## src/rtl/dhsd_pkg.sv

```systemverilog
// Shared types and constants for the double-hash string dictionary.
package dhsd_pkg;

    localparam int TEXT_W    = 64;
    localparam int STATUS_W  = 3;
    localparam int SLOT_W    = 12;
    localparam int BYTES     = 8;
    localparam int MAX_CHARS = 8;
    localparam int KEY_W     = 25;
    localparam int REM_BITS  = 4;

    localparam logic [7:0] BASE_CHAR = 8'd65;

    localparam logic [KEY_W-1:0] POW5 [0:BYTES-1] = '{
        25'd1, 25'd5, 25'd25, 25'd125, 25'd625, 25'd3125, 25'd15625, 25'd78125
    };

    localparam logic [STATUS_W-1:0] ST_INSERTED = 3'd0;
    localparam logic [STATUS_W-1:0] ST_PRESENT  = 3'd1;
    localparam logic [STATUS_W-1:0] ST_FOUND    = 3'd2;
    localparam logic [STATUS_W-1:0] ST_MISSING  = 3'd3;
    localparam logic [STATUS_W-1:0] ST_FULL     = 3'd4;
    localparam logic [STATUS_W-1:0] ST_INVALID  = 3'd5;

    typedef enum logic [3:0] {
        S_CLEAR,
        S_IDLE,
        S_TERMS,
        S_SUM,
        S_REM,
        S_SETUP,
        S_READ,
        S_CMP,
        S_RESULT
    } dhsd_state_t;

    typedef struct packed {
        logic                clear;
        logic                load;
        logic                terms;
        logic                sum;
        logic                setup;
        logic                read;
        logic                advance;
        logic                write;
        logic                set_result;
        logic [STATUS_W-1:0] code;
        logic                take_slot;
        logic                out_load;
    } dhsd_cmd_t;

    typedef struct packed {
        logic clr_last;
        logic kind;
        logic bad;
        logic empty;
        logic rem_done;
        logic hit;
        logic vacant;
        logic last_probe;
        logic out_free;
    } dhsd_stat_t;

endpackage

```

## src/rtl/dhsd_ctrl.sv

```systemverilog
// Controller: sequences clearing, key build, probing and result transfer.
module dhsd_ctrl import dhsd_pkg::*; (
    input  logic       clk,
    input  logic       rst_n,
    input  logic       in_valid,
    output logic       in_ready,
    input  dhsd_stat_t stat,
    output dhsd_cmd_t  cmd
);

    dhsd_state_t state_reg;
    dhsd_state_t state_next;

    always_ff @(posedge clk or negedge rst_n)
    begin
        if (!rst_n)
        begin
            state_reg <= S_CLEAR;
        end
        else
        begin
            state_reg <= state_next;
        end
    end

    always_comb
    begin
        state_next = state_reg;
        cmd        = '0;
        in_ready   = 1'b0;
        case (state_reg)
            S_CLEAR:
            begin
                cmd.clear = 1'b1;
                if (stat.clr_last)
                begin
                    state_next = S_IDLE;
                end
            end
            S_IDLE:
            begin
                in_ready = 1'b1;
                if (in_valid)
                begin
                    cmd.load   = 1'b1;
                    state_next = S_TERMS;
                end
            end
            S_TERMS:
            begin
                cmd.terms = 1'b1;
                if (stat.bad)
                begin
                    cmd.set_result = 1'b1;
                    cmd.code       = ST_INVALID;
                    state_next     = S_RESULT;
                end
                else if (stat.empty)
                begin
                    // An empty string always counts as present
                    cmd.set_result = 1'b1;
                    cmd.code       = stat.kind ? ST_FOUND : ST_PRESENT;
                    state_next     = S_RESULT;
                end
                else
                begin
                    state_next = S_SUM;
                end
            end
            S_SUM:
            begin
                cmd.sum    = 1'b1;
                state_next = S_REM;
            end
            S_REM:
            begin
                if (stat.rem_done)
                begin
                    state_next = S_SETUP;
                end
            end
            S_SETUP:
            begin
                cmd.setup  = 1'b1;
                state_next = S_READ;
            end
            S_READ:
            begin
                cmd.read   = 1'b1;
                state_next = S_CMP;
            end
            S_CMP:
            begin
                if (stat.hit)
                begin
                    cmd.set_result = 1'b1;
                    cmd.code       = stat.kind ? ST_FOUND : ST_PRESENT;
                    cmd.take_slot  = stat.kind;
                    state_next     = S_RESULT;
                end
                else if (stat.vacant)
                begin
                    cmd.set_result = 1'b1;
                    cmd.write      = !stat.kind;
                    cmd.code       = stat.kind ? ST_MISSING : ST_INSERTED;
                    cmd.take_slot  = !stat.kind;
                    state_next     = S_RESULT;
                end
                else if (stat.last_probe)
                begin
                    cmd.set_result = 1'b1;
                    cmd.code       = stat.kind ? ST_MISSING : ST_FULL;
                    state_next     = S_RESULT;
                end
                else
                begin
                    cmd.advance = 1'b1;
                    state_next  = S_READ;
                end
            end
            S_RESULT:
            begin
                // Hold the result until the output register is free
                if (stat.out_free)
                begin
                    cmd.out_load = 1'b1;
                    state_next   = S_IDLE;
                end
            end
            default:
            begin
                state_next = S_IDLE;
            end
        endcase
    end

endmodule

```

## config.mk

```make
export PLATFORM = sky130hd
export DESIGN_NAME = dhsd_ctrl
export DESIGN_NICKNAME = d
export VERILOG_FILES = /design/src/rtl/dhsd_pkg.sv /design/src/rtl/dhsd_ctrl.sv
export SDC_FILE = /design/constraint.sdc
export NUM_CORES = 1
export LEC_CHECK = 0
export BUFFER_PORTS_ARGS = -buffer_cell sky130_fd_sc_hd__buf_4
export CELL_PAD_IN_SITES_DETAIL_PLACEMENT = 1
export CELL_PAD_IN_SITES_GLOBAL_PLACEMENT = 1
export CORE_MARGIN = 3
export CORE_UTILIZATION = 30
export DETAILED_ROUTE_END_ITERATION = 8
export GPL_ROUTABILITY_DRIVEN = 0
export PLACE_DENSITY = 0.81
export RECOVER_POWER = 100
export SLEW_MARGIN = 20
export SYNTH_ARGS = -nofsm -noshare
export SYNTH_HDL_FRONTEND = slang
export SYNTH_SLANG_ARGS = --single-unit
```

## constraint.sdc

```tcl
create_clock -name clk -period 1.62 [get_ports clk]
set_input_delay 0.162 -clock clk [delete_from_list [all_inputs] [get_ports clk]]
set_output_delay 0.162 -clock clk [all_outputs]
set_load 0.01 [all_outputs]
```

==> flow_summary.toml, run 1 <==
[outcome]
violations = "negative setup slack"
run_status = "complete, but fails checks"

[setup_path]
timing_worst_setup_path_type = "register to primary output"
crit_path_max_fanout = 5
path_buf_inv = 2
cp_cell_sequence = "buf_4 -> and3_1 -> o211ai_1 -> o311ai_2 -> buf_4"
cpMaxStageDelayCell = "dfrtp_2"
worstPathArrival_ns = 1.50
slowest_delay_ns = 0.45
cp-end-kind = "primary output"
critPathLaunchType = "register"
cp.required_ns = 1.46
cpLargestDelayFamily = "flip-flops"
cp_common_cell = "buf_4"

[sta]
slew_violations = 0
min_period_ns = 1.66
relSlewSlack_pct = 79.8
layout_setup_ws_ns = -0.0422
setup_viol = 5
worst_pin_slew_ns = 0.301
hold_viol = 0
fmax_mhz = 602
whs_ns = 0.131
rsz0062_at_grt = "yes"
period_share_pct = 103
skew_ns = 0.00655

[logic_synthesis]
syn_area_per_cell_um2 = 8.18
synth_ff_type = "dfrtp_1"
synthCells = 63
seq_area_frac_synth_pct = 19.4
syn_area_um2 = 515
ys.warnings.count = 0
synth_seq_cells = 4
synthArstFlopShare_pct = 100
syn_nets = 75
synth_cell_type_count = 35
synth-edff-count = 0

[clocking]
worstSkewPairLatency_ns = 0.25
cts_inserted_buffers = 3
cts_root_buf = "clkbuf_4"
clock_sinks = 4
path_clk_slew_ns = 0.04
tritoncts = "done"
ctsLongestPathBuffers = 2
cts_max_level = 1

[floorplan]
die_y_um = 47.5
rows = 14
die_area_um2 = 2250
io_pins = 27
start_util_pct = 33.1
fp.coreArea_um2 = 1560
die_w_um = 47.5

[power]
p_per_area_nw_per_um2 = 1510
intPower_mw = 0.701
seqPwrFrac_pct = 19.9
power_switching_mw = 0.583
finalPower_mw = 1.28
worst_ir_drop_vdd_mv = 0.855
p_clk_share_pct = 10.5
combPwrFrac_pct = 69.5
p_leak_nw = 0.389
switching_share_pct = 45.4

[cells_and_area]
antenna_cells = 0
syn_to_final_growth_pct = 64.8
final_cell_mix = "33 x buf_4, 7 x nand2_1, 5 x nor2_1, 4 x nor3b_1, 4 x dfrtp_2"
final_core_util_pct = 54.5
final_common_cell = "buf_4"
largest_reg_flops = 4
n_fill_cell = 183
nNetsFinal = 112
drive_above_1_share_pct = 57.1

[route]
postRouteWirelength_um = 1950
drc_errors = 0
wl_per_cell_um = 17.1
drt_iter0_markers = 4
vias_per_cell = 5.50
vias = 627
drtPass1Iterations = 2
final_antenna_net_count = 0

[grt]
track_usage_pct = 17.2
grt_pass1_vias = 563
overflow = 0
grt_pass1_wl_um = 2630
antenna_found_initial = 0
grt_max_degree = 13

[job]
max_cap_viol_count = 0

[place]
hpwl_um = 1270
port_buffers = 26

[hold_path]
hp-class = "input port to register"
cell families after synthesis:
logic type,after synthesis,share of synthesized area (%)
AOI/OAI and AO/OA,15,22.8
DFF,4,19.4
muxes,2,4.13
and+or+nand+nor,35,46.1
buffers and inverters,7,7.52
worst paths after layout:
check                             start      endpoint  slack, ns  cells past startpoint
max                        state_reg[0]        cmd[2]      -0.04                      5
min                             stat[0]  state_reg[3]       0.13                      2
max reg2reg                state_reg[2]  state_reg[0]       0.25                      4
min reg2reg                state_reg[3]  state_reg[1]       0.70                      3
max in group asynchronous         rst_n  state_reg[3]       1.10                      2
min in group asynchronous         rst_n  state_reg[2]       0.29                      2
stage by stage:
| step | instance area, µm² | setup slack [ns] | setup TNS [ns] | cells |
|---|---|---|---|---|
| detailed placement | 737 | 0.189 | 0 | 105 |
| CTS | 803 | -0.00944 | -0.0146 | 112 |
| floorplan | 515 | 0.232 | 0 | 63 |
| global route | 850 | -0.122 | -0.550 | 114 |
| global placement | 737 | 0.189 | 0 | 105 |
| finish | 850 | -0.0422 | -0.124 | 114 |
Yosys cell counts (all sizes together) (2+ instances only):
library cell / number / area [µm²]
nand2: 7 / 26.3
nor2: 7 / 26.3
buf: 5 / 31.3
dfrtp: 4 / 100
nor3b: 4 / 30.0
a21oi: 3 / 15.0
nor3: 3 / 20.0
inv: 2 / 7.51
nand2b: 2 / 20.0
nor4b: 2 / 32.5
o211ai: 2 / 15.0
o21ai: 2 / 10.0
o21bai: 2 / 15.0
layer usage:
metal | up-vias | wire [µm] | part of all wire (%) | track usage (%)
li1 | 303 | - | - | -
met1 | 294 | 855 | 44 | 21.1
met2 | 24 | 946 | 49 | 27.3
met3 | 6 | 108 | 5.5 | 4.51
met4 | 0 | 39 | 2.0 | 9.39
met5 | - | 0 | 0 | 0
what timing repair did:
item                                    4_1_cts  5_1_grt
setup buffers                                 3        2
gates cloned                                  0        0
hold buffers                                  1        0
pin swaps                                     1        2
resized for setup                             5        9
endpoints found under the setup margin        7        7
endpoints found under the hold margin         4        0
power groups by stage:
stage | logic [mW] | clock network [mW] | registers [mW]
after CTS | 0.784 | 0.135 | 0.246
after floorplan | 0.520 | 0 | 0.188
final | 0.893 | 0.135 | 0.256
after global placement | 0.720 | 0 | 0.239
after detailed placement | 0.733 | 0 | 0.244
after global routing | 0.968 | 0.146 | 0.264
area by class of cell:
class                      count  area (µm²)  area share (%)
multi-input combinational     52         410            48.3
timing repair buffer          37         284            33.4
sequential                     4         105            12.4
clock buffer                   3        22.5            2.65
tap                           16        20.0            2.36
inverter                       2        7.51           0.884
Note: power is estimated with default switching activity, not from simulation.
==> run 2, diff against run 1 <==
--- a/config.mk
+++ b/config.mk
@@ -14,6 +14,7 @@
 export GPL_ROUTABILITY_DRIVEN = 0
 export PLACE_DENSITY = 0.81
 export RECOVER_POWER = 100
+export SKIP_CTS_REPAIR_TIMING = 1
 export SLEW_MARGIN = 20
 export SYNTH_ARGS = -nofsm -noshare
 export SYNTH_HDL_FRONTEND = slang
==> run 2 against run 1 <==
  * The run still ends with negative setup slack left
  * Via count up 0.16%
  * Maximum frequency down 0.52%
  * Die area unchanged
  * Worst setup slack worse by 0.0086 ns
  * Critical path depth down 1
  * Sequential cell count unchanged
  * Total power down 3.9%
  * Clock power about the same
  * Worst hold slack better by 0.0052 ns
  * Critical path type unchanged
  * Largest cell class unchanged
  * Highest routed layer unchanged
==> flow_summary.toml, run 2 (synthesized netlist as in run 1, its figures left out) <==
[outcome]
run_status = "complete, but fails checks"
violations = "negative setup slack"

[grt]
grt_max_degree = 13
overflow = 0
antenna_found_initial = 0
grt_pass1_vias = 562
track_usage_pct = 16.6
grt_pass1_wl_um = 2550

[route]
wl_per_cell_um = 16.4
final_antenna_net_count = 0
vias = 628
drtPass1Iterations = 3
vias_per_cell = 5.56
drc_errors = 0
drt_iter0_markers = 8
postRouteWirelength_um = 1850

[setup_path]
critPathLaunchType = "register"
reg2reg_from = "state_reg[2]"
critPathLaunch = "state_reg[2]"
cp-end-kind = "primary output"
cp_cell_sequence = "nor4b_4 -> nand3b_1 -> a21oi_2 -> buf_4"
crit_path_max_fanout = 7
timing_worst_setup_path_type = "register to primary output"
slowest_delay_ns = 0.46
cp.required_ns = 1.46
worstPathArrival_ns = 1.51
cpMaxStageDelayCell = "dfrtp_2"

[sta]
relSlewSlack_pct = 78.6
fmax_mhz = 599
skew_ns = 0.0104
period_share_pct = 103
min_period_ns = 1.67
rsz0062_at_grt = "yes"
hold_viol = 0
setup_viol = 3
worst_pin_slew_ns = 0.320
slew_violations = 0
layout_setup_ws_ns = -0.0508

[clocking]
ctsLongestPathBuffers = 2
path_clk_slew_ns = 0.05
clock_sinks = 4
worstSkewPairLatency_ns = 0.25
cts_root_buf = "clkbuf_4"
cts_max_level = 1
cts_inserted_buffers = 3
tritoncts = "done"

[hold_path]
hold_start = "stat[0]"
hp-class = "input port to register"

[floorplan]
die_w_um = 47.5
fp.coreArea_um2 = 1560
start_util_pct = 33.1
io_pins = 27
die_area_um2 = 2250
die_y_um = 47.5
rows = 14

[cells_and_area]
final_common_cell = "buf_4"
final_cells = 113
final_cell_mix = "34 x buf_4, 6 x nor2_1, 6 x nand2_1, 4 x nor3b_1, 4 x dfrtp_2"
largest_reg_flops = 4
nNetsFinal = 111
antenna_cells = 0
drive_above_1_share_pct = 57.7
syn_to_final_growth_pct = 63.6

[place]
dp.cells = 105
port_buffers = 26
place_ws_ns = 0.189
hpwl_um = 1270

[power]
finalPower_mw = 1.23
p_per_area_nw_per_um2 = 1460
p_leak_nw = 0.390
worst_ir_drop_vdd_mv = 0.748

[job]
max_cap_viol_count = 0
==> run 2: metal layers <==
metal | vias up | share of wire, % | routed length (µm) | track usage, %
met5 | - | 0 | 0 | 0
met2 | 19 | 51 | 941 | 25.1
met4 | 0 | 1.3 | 25 | 9.39
li1 | 303 | - | - | -
met3 | 4 | 4.1 | 76 | 4.51
met1 | 302 | 44 | 811 | 21.1
==> run 2: per-stage QoR <==
| stage | hold WS (ns) | util, % | TNS, ns | area, µm² |
|---|---|---|---|---|
| 2_1_floorplan | -0.134 | - | 0 | 515 |
| 3_3_place_gp | -0.0409 | 47.3 | 0 | 737 |
| 3_5_place_dp | -0.0355 | 47.3 | 0 | 737 |
| 4_1_cts | -0.293 | 48.7 | -0.352 | 759 |
| 5_1_grt | 0.128 | 54.1 | -0.427 | 843 |
| 6_report | 0.136 | 54.1 | -0.0857 | 843 |
==> run 2: critical path, delay by kind of cell (launching register included) <==
family                 cells  cell delay, ns
flip-flops                 1            0.46
AND/OR/NAND/NOR            2            0.53
buffers and inverters      1            0.13
AO/OA/AOI/OAI              1            0.14
==> run 2: final timing paths <==
| path | slack [ns] | to | cells past startpoint |
|---|---|---|---|
| setup reg to reg | 0.23 | state_reg[0] | 4 |
| max in group asynchronous | 1.07 | state_reg[3] | 2 |
| hold reg to reg | 0.64 | state_reg[1] | 2 |
| min in group asynchronous | 0.30 | state_reg[2] | 2 |
| hold / removal | 0.14 | state_reg[3] | 2 |
| setup / recovery | -0.05 | cmd[3] | 4 |
==> run 2: area by class of cell <==
class	instances	area, µm²
Tap cell	16	20.0
Sequential cell	4	105
Timing Repair Buffer	36	269
Inverter	2	7.51
Clock buffer	3	22.5
Multi-Input combinational cell	52	419
Fill cell	193	716
==> run 2: report_power, final <==
| part | internal [mW] | switching (mW) |
|---|---|---|
| registers | 0.155 | 0.0965 |
| logic | 0.429 | 0.416 |
| clock network | 0.0837 | 0.0530 |
